File: config.mk
export PLATFORM = sky130hd
export DESIGN_NAME = dependency_arc_tracker
export DESIGN_NICKNAME = d
export VERILOG_FILES = /design/src/design/dat_pkg.sv /design/src/design/dat_cell.sv /design/src/design/dependency_arc_tracker.sv
export VERILOG_INCLUDE_DIRS = /design/src /design/src/design
export SDC_FILE = /design/constraint.sdc
export NUM_CORES = 2
export LEC_CHECK = 0
export BUFFER_PORTS_ARGS = -buffer_cell sky130_fd_sc_hd__buf_2
export CORE_MARGIN = 3
export CORE_UTILIZATION = 50
export CTS_BUF_LIST = sky130_fd_sc_hd__clkbuf_8
export CTS_CLUSTER_SIZE = 12
export DETAILED_ROUTE_END_ITERATION = 10
export PLACE_DENSITY_LB_ADDON = 0.2
export SLEW_MARGIN = 25
export SYNTH_ARGS = -nofsm -noshare
export SYNTH_HDL_FRONTEND = slang
export SYNTH_SLANG_ARGS = --single-unit
File: constraint.sdc
create_clock -name aclk -period 6.4 [get_ports aclk]
set_clock_uncertainty 0.05 [all_clocks]
set_input_delay 0.32 -clock aclk [delete_from_list [all_inputs] [get_ports aclk]]
set_output_delay 0.32 -clock aclk [all_outputs]
set_load 0.01 [all_outputs]
File: src/design/assert_macros.svh
// Assertion macros shared by the dependency arc tracker RTL.
`ifndef ASSERT_MACROS_SVH
`define ASSERT_MACROS_SVH

`ifndef NO_ASSERTIONS

`define DAT_ASSERT_IMPL(label, clk, rstn, ante, cons, msg) \
    label: assert property (@(posedge clk) disable iff (!(rstn)) (ante) |-> (cons)) \
        else $error(msg);

`define DAT_ASSERT_NEXT(label, clk, rstn, ante, cons, msg) \
    label: assert property (@(posedge clk) disable iff (!(rstn)) (ante) |=> (cons)) \
        else $error(msg);

`else

`define DAT_ASSERT_IMPL(label, clk, rstn, ante, cons, msg)

`define DAT_ASSERT_NEXT(label, clk, rstn, ante, cons, msg)

`endif

`endif

File: src/design/dat_pkg.sv
// Shared codes, defaults and token types of the dependency arc tracker.
package dat_pkg;

    localparam int DEFAULT_MAX_ARCS = 32;
    localparam int DEFAULT_ID_BITS  = 16;

    localparam logic [2:0] CMD_ADD    = 3'd0;
    localparam logic [2:0] CMD_APPEND = 3'd1;
    localparam logic [2:0] CMD_DONE   = 3'd2;
    localparam logic [2:0] CMD_ARM    = 3'd3;
    localparam logic [2:0] CMD_LOOKUP = 3'd4;

    localparam logic [1:0] STAT_OK       = 2'd0;
    localparam logic [1:0] STAT_NOTFOUND = 2'd1;
    localparam logic [1:0] STAT_FULL     = 2'd2;
    localparam logic [1:0] STAT_RESERVED = 2'd3;

    typedef struct packed {
        logic       valid;
        logic [2:0] cmd;
        logic       rsv;
        logic       wk;
        logic       dn;
        logic       found;
        logic       ins;
        logic       newly;
        logic       fwk;
        logic       fdn;
    } tok_ctrl_t;

    typedef struct packed {
        logic [1:0] status;
        logic [4:0] slot;
        logic       ready;
        logic       wk;
        logic       done;
        logic [5:0] waiting;
    } res_t;

endpackage

File: src/design/dat_cell.sv
// One arc cell: holds one table entry and passes the command token to the next cell.
module dat_cell #(
    parameter int INDEX   = 0,
    parameter int ID_BITS = dat_pkg::DEFAULT_ID_BITS,
    parameter int IDX_W   = 5,
    parameter int CNT_W   = 6
) (
    input  logic                 aclk,
    input  logic                 aresetn,
    input  dat_pkg::tok_ctrl_t   ctrl_in,
    input  logic [ID_BITS-1:0]   id_in,
    input  logic [CNT_W-1:0]     cnt_in,
    input  logic [IDX_W-1:0]     slot_in,
    output dat_pkg::tok_ctrl_t   ctrl_out,
    output logic [ID_BITS-1:0]   id_out,
    output logic [CNT_W-1:0]     cnt_out,
    output logic [IDX_W-1:0]     slot_out
);

    localparam logic [CNT_W-1:0] POS  = CNT_W'(INDEX);
    localparam logic [IDX_W-1:0] SPOS = IDX_W'(INDEX);

    logic [ID_BITS-1:0]  id_reg;
    logic                weak_reg;
    logic                done_reg;
    logic                weak_next;
    logic                done_next;
    logic                write_en;
    dat_pkg::tok_ctrl_t  ctrl_reg;
    dat_pkg::tok_ctrl_t  ctrl_next;
    logic [ID_BITS-1:0]  tid_reg;
    logic [CNT_W-1:0]    cnt_reg;
    logic [IDX_W-1:0]    slot_reg;
    logic [IDX_W-1:0]    slot_next;
    logic                occupied;
    logic                match;

    assign occupied = POS < cnt_in;
    assign match    = ctrl_in.valid && !ctrl_in.found && occupied && (id_reg == id_in);

    always_comb begin
        ctrl_next = ctrl_in;
        slot_next = slot_in;
        weak_next = weak_reg;
        done_next = done_reg;
        write_en  = 1'b0;
        if (ctrl_in.valid) begin
            case (ctrl_in.cmd)
                dat_pkg::CMD_ADD, dat_pkg::CMD_APPEND: begin
                    if (!ctrl_in.rsv) begin
                        if (ctrl_in.cmd == dat_pkg::CMD_ADD && match) begin
                            weak_next       = weak_reg & ctrl_in.wk;
                            ctrl_next.found = 1'b1;
                            ctrl_next.fwk   = weak_reg & ctrl_in.wk;
                            ctrl_next.fdn   = done_reg;
                            slot_next       = SPOS;
                        end else if (!ctrl_in.found && POS == cnt_in) begin
                            write_en        = 1'b1;
                            weak_next       = ctrl_in.wk;
                            done_next       = ctrl_in.dn;
                            ctrl_next.found = 1'b1;
                            ctrl_next.ins   = 1'b1;
                            ctrl_next.fwk   = ctrl_in.wk;
                            ctrl_next.fdn   = ctrl_in.dn;
                            slot_next       = SPOS;
                        end
                    end
                end
                dat_pkg::CMD_DONE: begin
                    if (match) begin
                        done_next       = 1'b1;
                        ctrl_next.found = 1'b1;
                        ctrl_next.newly = !done_reg;
                        ctrl_next.fwk   = weak_reg;
                        ctrl_next.fdn   = 1'b1;
                        slot_next       = SPOS;
                    end
                end
                dat_pkg::CMD_ARM: begin
                    if (occupied) begin
                        done_next = 1'b0;
                    end
                end
                dat_pkg::CMD_LOOKUP: begin
                    if (match) begin
                        ctrl_next.found = 1'b1;
                        ctrl_next.fwk   = weak_reg;
                        ctrl_next.fdn   = done_reg;
                        slot_next       = SPOS;
                    end
                end
                default: begin
                end
            endcase
        end
    end

    always_ff @(posedge aclk) begin
        if (!aresetn) begin
            ctrl_reg <= '0;
        end else begin
            ctrl_reg <= ctrl_next;
        end
        tid_reg  <= id_in;
        cnt_reg  <= cnt_in;
        slot_reg <= slot_next;
        weak_reg <= weak_next;
        done_reg <= done_next;
        if (write_en) begin
            id_reg <= id_in;
        end
    end

    assign ctrl_out = ctrl_reg;
    assign id_out   = tid_reg;
    assign cnt_out  = cnt_reg;
    assign slot_out = slot_reg;

endmodule

File: src/design/dependency_arc_tracker.sv
// Top level of the dependency arc tracker: command launch, cell chain and result queue.
//
//   channel  direction  ports                                     word
//   s_       in         s_valid s_ready                           cmd, node id, flags
//   m_       out        m_valid m_ready                           status, slot, flags, waiting
//
// A command word walks the cell chain one cell per cycle. Its result is registered
// when the token leaves the last cell, and the next word is taken only after that
// and only while the hold register is empty.
// Reset clears the arc count, the waiting count and all token and handshake state.
// One finished result can wait in a hold register behind the output register, so
// the input is accepted while m_ready is low until both are full.
module dependency_arc_tracker #(
    parameter int MAX_ARCS = dat_pkg::DEFAULT_MAX_ARCS,
    parameter int ID_BITS  = dat_pkg::DEFAULT_ID_BITS
) (
    input  logic        aclk,
    input  logic        aresetn,
    input  logic        s_valid,
    output logic        s_ready,
    input  logic [2:0]  s_cmd,
    input  logic [15:0] s_node_id,
    input  logic        s_weak_flag,
    input  logic        s_done_flag,
    output logic        m_valid,
    input  logic        m_ready,
    output logic [1:0]  m_status,
    output logic [4:0]  m_slot,
    output logic        m_became_ready,
    output logic        m_is_weak,
    output logic        m_is_done,
    output logic [5:0]  m_waiting_left
);

    localparam int IDX_W = $clog2(MAX_ARCS);
    localparam int CNT_W = $clog2(MAX_ARCS + 1);
    localparam logic [CNT_W-1:0] CNT_MAX = CNT_W'(MAX_ARCS);

    dat_pkg::tok_ctrl_t  tok_ctrl [MAX_ARCS+1];
    logic [ID_BITS-1:0]  tok_id   [MAX_ARCS+1];
    logic [CNT_W-1:0]    tok_cnt  [MAX_ARCS+1];
    logic [IDX_W-1:0]    tok_slot [MAX_ARCS+1];

    dat_pkg::tok_ctrl_t  launch_reg;
    dat_pkg::tok_ctrl_t  launch_next;
    logic [ID_BITS-1:0]  launch_id_reg;
    logic [ID_BITS-1:0]  in_id;
    logic                busy_reg;
    logic [CNT_W-1:0]    arc_count_reg;
    logic [CNT_W-1:0]    arc_count_next;
    logic [CNT_W-1:0]    waiting_reg;
    logic [CNT_W-1:0]    waiting_next;
    dat_pkg::res_t       out_reg;
    dat_pkg::res_t       hold_reg;
    dat_pkg::res_t       res;
    logic                m_valid_reg;
    logic                hold_valid_reg;
    logic                accept;
    logic                finish;
    dat_pkg::tok_ctrl_t  fin;

    assign in_id   = ID_BITS'(32'(s_node_id));
    assign s_ready = !busy_reg && !hold_valid_reg;
    assign accept  = s_valid && s_ready;
    assign fin     = tok_ctrl[MAX_ARCS];
    assign finish  = fin.valid;

    always_comb begin
        launch_next       = '0;
        launch_next.valid = accept;
        launch_next.cmd   = s_cmd;
        launch_next.rsv   = (in_id == '1);
        launch_next.wk    = s_weak_flag;
        launch_next.dn    = s_done_flag;
    end

    assign tok_ctrl[0] = launch_reg;
    assign tok_id[0]   = launch_id_reg;
    assign tok_cnt[0]  = arc_count_reg;
    assign tok_slot[0] = '0;

    for (genvar g = 0; g < MAX_ARCS; g++) begin : g_cell
        dat_cell #(
            .INDEX   (g),
            .ID_BITS (ID_BITS),
            .IDX_W   (IDX_W),
            .CNT_W   (CNT_W)
        ) u_cell (
            .aclk     (aclk),
            .aresetn  (aresetn),
            .ctrl_in  (tok_ctrl[g]),
            .id_in    (tok_id[g]),
            .cnt_in   (tok_cnt[g]),
            .slot_in  (tok_slot[g]),
            .ctrl_out (tok_ctrl[g+1]),
            .id_out   (tok_id[g+1]),
            .cnt_out  (tok_cnt[g+1]),
            .slot_out (tok_slot[g+1])
        );
    end

    always_comb begin
        arc_count_next = arc_count_reg;
        waiting_next   = waiting_reg;
        res            = '0;
        res.status     = dat_pkg::STAT_OK;
        case (fin.cmd)
            dat_pkg::CMD_ADD, dat_pkg::CMD_APPEND: begin
                if (fin.rsv) begin
                    res.status = dat_pkg::STAT_RESERVED;
                end else if (fin.found) begin
                    res.slot = 5'(tok_slot[MAX_ARCS]);
                    res.wk   = fin.fwk;
                    res.done = fin.fdn;
                    if (fin.ins) begin
                        arc_count_next = arc_count_reg + CNT_W'(1);
                    end
                end else begin
                    res.status = dat_pkg::STAT_FULL;
                end
            end
            dat_pkg::CMD_DONE: begin
                if (fin.found) begin
                    if (fin.newly && waiting_reg != '0) begin
                        waiting_next = waiting_reg - CNT_W'(1);
                    end
                    res.slot  = 5'(tok_slot[MAX_ARCS]);
                    res.ready = fin.newly && (waiting_next == '0);
                    res.wk    = fin.fwk;
                    res.done  = fin.fdn;
                end else begin
                    res.status = dat_pkg::STAT_NOTFOUND;
                end
            end
            dat_pkg::CMD_ARM: begin
                waiting_next = arc_count_reg;
            end
            dat_pkg::CMD_LOOKUP: begin
                if (fin.found) begin
                    res.slot = 5'(tok_slot[MAX_ARCS]);
                    res.wk   = fin.fwk;
                    res.done = fin.fdn;
                end else begin
                    res.status = dat_pkg::STAT_NOTFOUND;
                end
            end
            default: begin
            end
        endcase
        res.waiting = 6'(waiting_next);
    end

    always_ff @(posedge aclk) begin
        if (!aresetn) begin
            launch_reg     <= '0;
            busy_reg       <= 1'b0;
            arc_count_reg  <= '0;
            waiting_reg    <= '0;
            m_valid_reg    <= 1'b0;
            hold_valid_reg <= 1'b0;
        end else begin
            launch_reg <= launch_next;
            if (accept) begin
                busy_reg <= 1'b1;
            end
            if (finish) begin
                busy_reg      <= 1'b0;
                arc_count_reg <= arc_count_next;
                waiting_reg   <= waiting_next;
                if (!m_valid_reg || m_ready) begin
                    out_reg     <= res;
                    m_valid_reg <= 1'b1;
                end else begin
                    hold_reg       <= res;
                    hold_valid_reg <= 1'b1;
                end
            end else if (m_valid_reg && m_ready) begin
                if (hold_valid_reg) begin
                    out_reg        <= hold_reg;
                    hold_valid_reg <= 1'b0;
                end else begin
                    m_valid_reg <= 1'b0;
                end
            end
        end
        if (accept) begin
            launch_id_reg <= in_id;
        end
    end

    assign m_valid        = m_valid_reg;
    assign m_status       = out_reg.status;
    assign m_slot         = out_reg.slot;
    assign m_became_ready = out_reg.ready;
    assign m_is_weak      = out_reg.wk;
    assign m_is_done      = out_reg.done;
    assign m_waiting_left = out_reg.waiting;

`include "assert_macros.svh"

    `DAT_ASSERT_IMPL(a_hold_out, aclk, aresetn, hold_valid_reg, m_valid_reg, "stray hold word")
    `DAT_ASSERT_NEXT(a_accept_busy, aclk, aresetn, accept, busy_reg, "walk not started")
    `DAT_ASSERT_IMPL(a_cnt_max, aclk, aresetn, 1'b1, arc_count_reg <= CNT_MAX, "count overflow")
    `DAT_ASSERT_IMPL(a_wait, aclk, aresetn, 1'b1, waiting_reg <= arc_count_reg, "wait overflow")

endmodule
### Yosys cells after proc, flatten, opt, wreduce, memory -nomap -nowiden

Index checks and enable logic that the tools add are counted.

* output and inout bits: 18
* flip-flop bits (word level): 1870
* input bits: 25
* word-level logic and storage cells: 2573

* add/subtract/negate cells: 2
* equality and inequality tests: 359
* order comparisons: 32
* mux-type cells: 1108
* bitwise logic cells: 67
* reduce and logical (&&, ||, !) cells: 470

Operators by type and width (count)
* two-way mux 5 bit: 185
* two-way mux 1 bit: 556
* == test 16 bit: 32
* two-way mux 2 bit: 196
* one-hot mux 5 bit (2 select lines): 31
* AND reduction 7 bit: 32
* == test 3 x 2 -> 1 bit, second input constant: 66
* one-hot mux 2 bit (3 select lines): 33
* inequality test 2 x 1 -> 1 bit, second input constant: 97
* logical AND 1 bit: 165
* inequality test 2 bit, second input constant: 66
* AND reduction 4 bit: 33
* OR reduction 2 bit: 66
* == test 3 x 1 -> 1 bit, second input constant: 33
* == test 3 bit, second input constant: 33
* zero test 3 bit: 33
* == test 5 x 6 -> 1 bit, first input constant: 16
* < comparator 5 x 6 -> 1 bit, first input constant: 16
* two-way mux 3 bit: 32
* one-hot mux 1 bit (3 select lines): 32
* nonzero test 3 bit: 32
* nonzero test 2 bit: 34
* zero test 1 bit: 67
* two-way mux 16 bit: 4
* 24 further kinds: 148

### Longest topological paths before layout

* word-level depth: 11
* mapped depth: 9
* gate-level depth less buffers: 9

### Hierarchy

From an unflattened synthesis, not the netlist that was laid out.

* cells, all modules: 5537
* area total of the unflattened synthesis: 68673.4 um^2

By module, submodules not included
* dat_cell at g_cell[26].u_cell ...: instances 2, area an instance 2050.7 um^2, cells an instance 162
* dependency_arc_tracker: instances 1, area an instance 3101.7 um^2, cells an instance 266
* dat_cell at g_cell[8].u_cell: instances 1, area an instance 2132.0 um^2, cells an instance 174
* dat_cell at g_cell[1].u_cell: instances 1, area an instance 2124.5 um^2, cells an instance 168
* dat_cell at g_cell[15].u_cell: instances 1, area an instance 2115.8 um^2, cells an instance 172
* dat_cell at g_cell[9].u_cell: instances 1, area an instance 2113.3 um^2, cells an instance 168
* dat_cell at g_cell[0].u_cell: instances 1, area an instance 2098.3 um^2, cells an instance 172
* dat_cell at g_cell[20].u_cell: instances 1, area an instance 2098.3 um^2, cells an instance 171
* dat_cell at g_cell[11].u_cell: instances 1, area an instance 2092.0 um^2, cells an instance 174
* dat_cell at g_cell[2].u_cell: instances 1, area an instance 2082.0 um^2, cells an instance 164
* dat_cell at g_cell[29].u_cell: instances 1, area an instance 2069.5 um^2, cells an instance 168
* dat_cell at g_cell[21].u_cell: instances 1, area an instance 2065.7 um^2, cells an instance 163
* dat_cell at g_cell[22].u_cell: instances 1, area an instance 2055.7 um^2, cells an instance 168
* dat_cell at g_cell[30].u_cell: instances 1, area an instance 2050.7 um^2, cells an instance 171
* 18 more rows

### Least setup slack after synthesis

No wires, ideal clock.

* kind: register -> register
* from: register g_cell[15].u_cell.cnt_reg[3]
* to: register g_cell[16].u_cell.id_reg[0] (enable)
* arrival: 2466 ps
* buffers on the path: 1
* data required time: 5960 ps
* setup slack: 3494 ps
* setup time: 390 ps
* cell stages (with the launch flop): 6
* cells stage by stage: dfxtp_1 -> or4_1 -> or3b_2 -> or2_2 -> clkbuf_1 -> nor2_1

* longest elaborated chain between the ends: 8
* elaborated cells between the ends (all ways): 11
* classes of those cells: 1 x order compare; 1 x eq/ne; 5 x mux; 4 x reduce/logical

RTL lines
* from (decl): RTL line dat_cell.sv:32 `logic [CNT_W-1:0] cnt_reg;`
* from (signal assigned): RTL line dat_cell.sv:105 `cnt_reg <= cnt_in;`
* < comparator 5 x 6 -> 1 bit: RTL line dat_cell.sv:38 `assign occupied = POS < cnt_in;`
* logical AND 1 bit (2 in series): RTL line dat_cell.sv:39 `assign match = ctrl_in.valid && !ctrl_in.found && occupied && (id_reg == id_in);`
* logical AND 1 bit: RTL line dat_cell.sv:51 `if (ctrl_in.cmd == dat_pkg::CMD_ADD && match) begin`
* two-way mux 1 bit *: RTL line dat_cell.sv:51
* two-way mux 1 bit *: RTL line dat_cell.sv:50 `if (!ctrl_in.rsv) begin`
* two-way mux 1 bit *: RTL line dat_cell.sv:48 `case (ctrl_in.cmd)`
* two-way mux 1 bit *: RTL line dat_cell.sv:47 `if (ctrl_in.valid) begin`
* via g_cell[16].u_cell.write_en: RTL line dat_cell.sv:28 `logic write_en;`
* to (signal assigned): RTL line dat_cell.sv:110 `id_reg <= id_in;`
* to (decl): RTL line dat_cell.sv:23 `logic [ID_BITS-1:0] id_reg;`

The timed path passes the listed nets; every way through them passes the cells marked *.
A chain may end at the register's enable or synchronous reset.

### Worst setup path in the final report

* from: register g_cell[8].u_cell.id_reg[5]
* to: register g_cell[8].u_cell.slot_reg[2]

* longest elaborated chain between the ends: 7
* elaborated cells between the ends (all ways): 8
* classes of those cells: 1 x eq/ne; 5 x mux; 2 x reduce/logical

RTL lines
* from (decl): RTL line dat_cell.sv:23
* from (signal assigned): RTL line dat_cell.sv:110
* == test 16 bit *: RTL line dat_cell.sv:39
* logical AND 1 bit *: RTL line dat_cell.sv:39
* logical AND 1 bit: RTL line dat_cell.sv:51
* two-way mux 5 bit: RTL line dat_cell.sv:51
* two-way mux 5 bit: RTL line dat_cell.sv:50
* one-hot mux 5 bit (2 select lines) *: RTL line dat_cell.sv:48
* two-way mux 5 bit *: RTL line dat_cell.sv:47
* via g_cell[8].u_cell.slot_next[2]: RTL line dat_cell.sv:34 `logic [IDX_W-1:0] slot_next;`
* to (signal assigned): RTL line dat_cell.sv:106 `slot_reg <= slot_next;`
* to (decl): RTL line dat_cell.sv:33 `logic [IDX_W-1:0] slot_reg;`

Marks and branches as above.

==> impl_metrics.env <==
export IMPL_critPathArrivalTime_ns=3.99
export IMPL_cp_max_fo=6
export IMPL_yosysWarnings=0
export IMPL_setup_violations_final=0
export IMPL_antenna_found_initial=2
export IMPL_syn_area_um2=64340
export IMPL_cts_setup_buffers=0
export IMPL_hold_viol=0
export IMPL_synth_avg_cell_area_um2=12.18
export IMPL_intPower_mw=17.97
export IMPL_io_pins=43
export IMPL_multi_input_area_um2=20210
export IMPL_antenna_left=0
export IMPL_nFillCells=10293
export IMPL_worstPathRequired_ns=7.22
export IMPL_slew_headroom_pct=32.76
export IMPL_synth_seq_cells=1839
export IMPL_fin_nets=5593
export IMPL_cts_buffer_depth=4
export IMPL_power_density_nw_per_um2=312.8
export IMPL_final_cell_mix="dfxtp_1, edfxtp_1, nor2_1, clkbuf_8, xor2_1"
export IMPL_synth_cell_types=93
export IMPL_path_clk_slew_ns=0.07
export IMPL_crit_path_start_kind="flip-flop"
export IMPL_drv_cap=0
export IMPL_clock_latency_ns=0.97
export IMPL_switching_share_pct=21.09
export IMPL_netSwitchingPower_mw=4.803
export IMPL_r2r_cells=7
export IMPL_final_common_cell="dfxtp_1"
export IMPL_tritoncts_num_buffers=306
export IMPL_drcViolationCount=0
export IMPL_fmax_ghz=0.3153
export IMPL_status="finished, final reports clean"
export IMPL_drt_iter0_markers=3161
export IMPL_grt_pass1_wl_mm=209.6
export IMPL_die_w_um=364.7
export IMPL_wl_mm=129.7
export IMPL_viasPerCell=5.320
export IMPL_post_cts_resized=0
export IMPL_wl_per_cell_um=17.42
export IMPL_synth_edf_count=624
export IMPL_root_buffer="clkbuf_8"
export IMPL_cts_sinks=1839
export IMPL_path_class="reg2reg"
export IMPL_largest_reg_flops=512
export IMPL_fin_setup_tns_ns=0
export IMPL_dpl_hpwl_mm=89.05
export IMPL_cts_hold_buf=46
export IMPL_worstMarginPinSlew_ns=1.000
export IMPL_syn_to_final_growth_pct=13.15
export IMPL_rows=130
export IMPL_comb_power_share_pct=1.5
export IMPL_cts_tree="done"
export IMPL_rsz0062_at_grt="no"
export IMPL_via_count=39605
export IMPL_pwr_share_clk_pct=43.6
export IMPL_finish_instance_area_um2=72800
export IMPL_cts_htree_levels=5
export IMPL_numPortBuffers=42
export IMPL_fin_crit_ns=3.172
export IMPL_holdPathStages=4
export IMPL_grt_max_degree=125
export IMPL_synth_seq_area_share_pct=66.93
export IMPL_seq_power_share_pct=54.9
export IMPL_synthesis_nets=5313
export IMPL_finalCritPeriodShare_pct=49.56
export IMPL_core_area_um2=126700
export IMPL_start_util_pct=50.78
export IMPL_grt_pass1_vias=39172
export IMPL_setup_worst_path_end_class="flip-flop"
export IMPL_leakage_nw=27.09
export IMPL_synthCells=5284
export IMPL_slew_viol_final=0
export IMPL_synth_ff_type="dfxtp_1"
export IMPL_place_area_um2=66330
export IMPL_dieArea_um2=133000
export IMPL_die_y_um=364.7
export IMPL_gp_congestion=0.8728
export IMPL_register_area_um2=43060
export IMPL_synthArstFlopShare_pct=0
export IMPL_drive_gt1_share_pct=10.91
export IMPL_vdd_drop_max_uv=232.1
export IMPL_grt_usage_pct=19.47
export IMPL_hold_class="in2reg"
export IMPL_grt_ovfl_total=0
export IMPL_dr_pass1_iters=6
==> cell usage after synthesis (103+ instances only) <==
master | count | share of area, %
and2_1 | 238 | 2.3
nor2_1 | 456 | 2.7
a21oi_1 | 203 | 1.6
nor3_1 | 119 | 0.93
nand2b_1 | 115 | 1.1
xor2_1 | 301 | 4.1
dfxtp_1 | 1215 | 38
nor4_1 | 111 | 1.1
o21ai_0 | 135 | 1.1
clkbuf_1 | 141 | 0.82
nand3_1 | 103 | 0.80
edfxtp_1 | 624 | 29
xnor2_1 | 237 | 3.2
inv_1 | 129 | 0.75
nand2_1 | 208 | 1.2
==> critical path, stage by stage (launching register included) <==
cell      delay (ns)
edfxtp_1        0.37
xor2_1          0.15
nor4_1          0.43
nand4_1         0.40
nor4_1          0.92
o21bai_1        0.15
a221o_1         0.44
and2_1          0.18
==> layout make-up <==
class / count / share of cell area, %
multi-input cells: 3162 / 27.77
clock inverters: 171 / 1.313
inverters: 130 / 0.6772
well taps: 1650 / 2.836
clock buffers: 366 / 6.920
diodes: 2 / 0.006875
repair buffers: 125 / 1.329
flip-flops and latches: 1839 / 59.15
==> cell families after synthesis <==
group / synth area share (%)
buf+inv: 1.686
flops: 66.93
simple gates: 15.05
xor+xnor: 7.324
fa+ha+maj: 0.1575
mux: 1.231
compound gates: 7.620
==> metrics by stage <==
| step | hold WS [ns] | utilization [%] | instances | power (mW) | setup WS, ns |
|---|---|---|---|---|---|
| after global routing | 0.09265 | 57.45 | 7444 | 23.70 | 2.988 |
| after floorplan | 0.2727 | - | 5284 | 12.89 | 3.494 |
| after detailed placement | 0.2787 | 52.35 | 6860 | 13.07 | 3.323 |
| after global placement | 0.2809 | 52.35 | 6860 | 13.06 | 3.405 |
| after CTS | 0.03194 | 57.44 | 7443 | 23.08 | 3.318 |
| final | 0.1781 | 57.45 | 7445 | 22.77 | 3.228 |
==> final timing paths <==
path / slack, ns / start / to
worst max register to register: 3.23 / g_cell[8].u_cell.id_reg[5] / g_cell[8].u_cell.slot_out[2]
worst max-delay path: 3.23 / g_cell[8].u_cell.id_reg[5] / g_cell[8].u_cell.slot_out[2]
worst min register to register: 0.25 / g_cell[5].u_cell.cnt_out[5] / g_cell[6].u_cell.cnt_out[5]
worst min-delay path: 0.18 / s_node_id[8] / launch_reg[7]
==> layer usage <==
metal,global-route usage [%],share of wire (%),wire length (µm)
met5,0,0,0
met2,28.65,44,56530
met4,5.824,1.9,2420
met1,28.43,48,62500
met3,4.829,6.4,8248
==> power by group through the flow <==
stage / logic (mW) / registers (mW) / clock network [mW]
floorplan: 0.243 / 12.7 / 0
global placement: 0.310 / 12.8 / 0
detailed placement: 0.312 / 12.8 / 0
CTS: 0.337 / 12.5 / 10.2
global route: 0.373 / 12.5 / 10.8
finish: 0.337 / 12.5 / 9.93
Note: power is estimated with default switching activity, not from simulation.
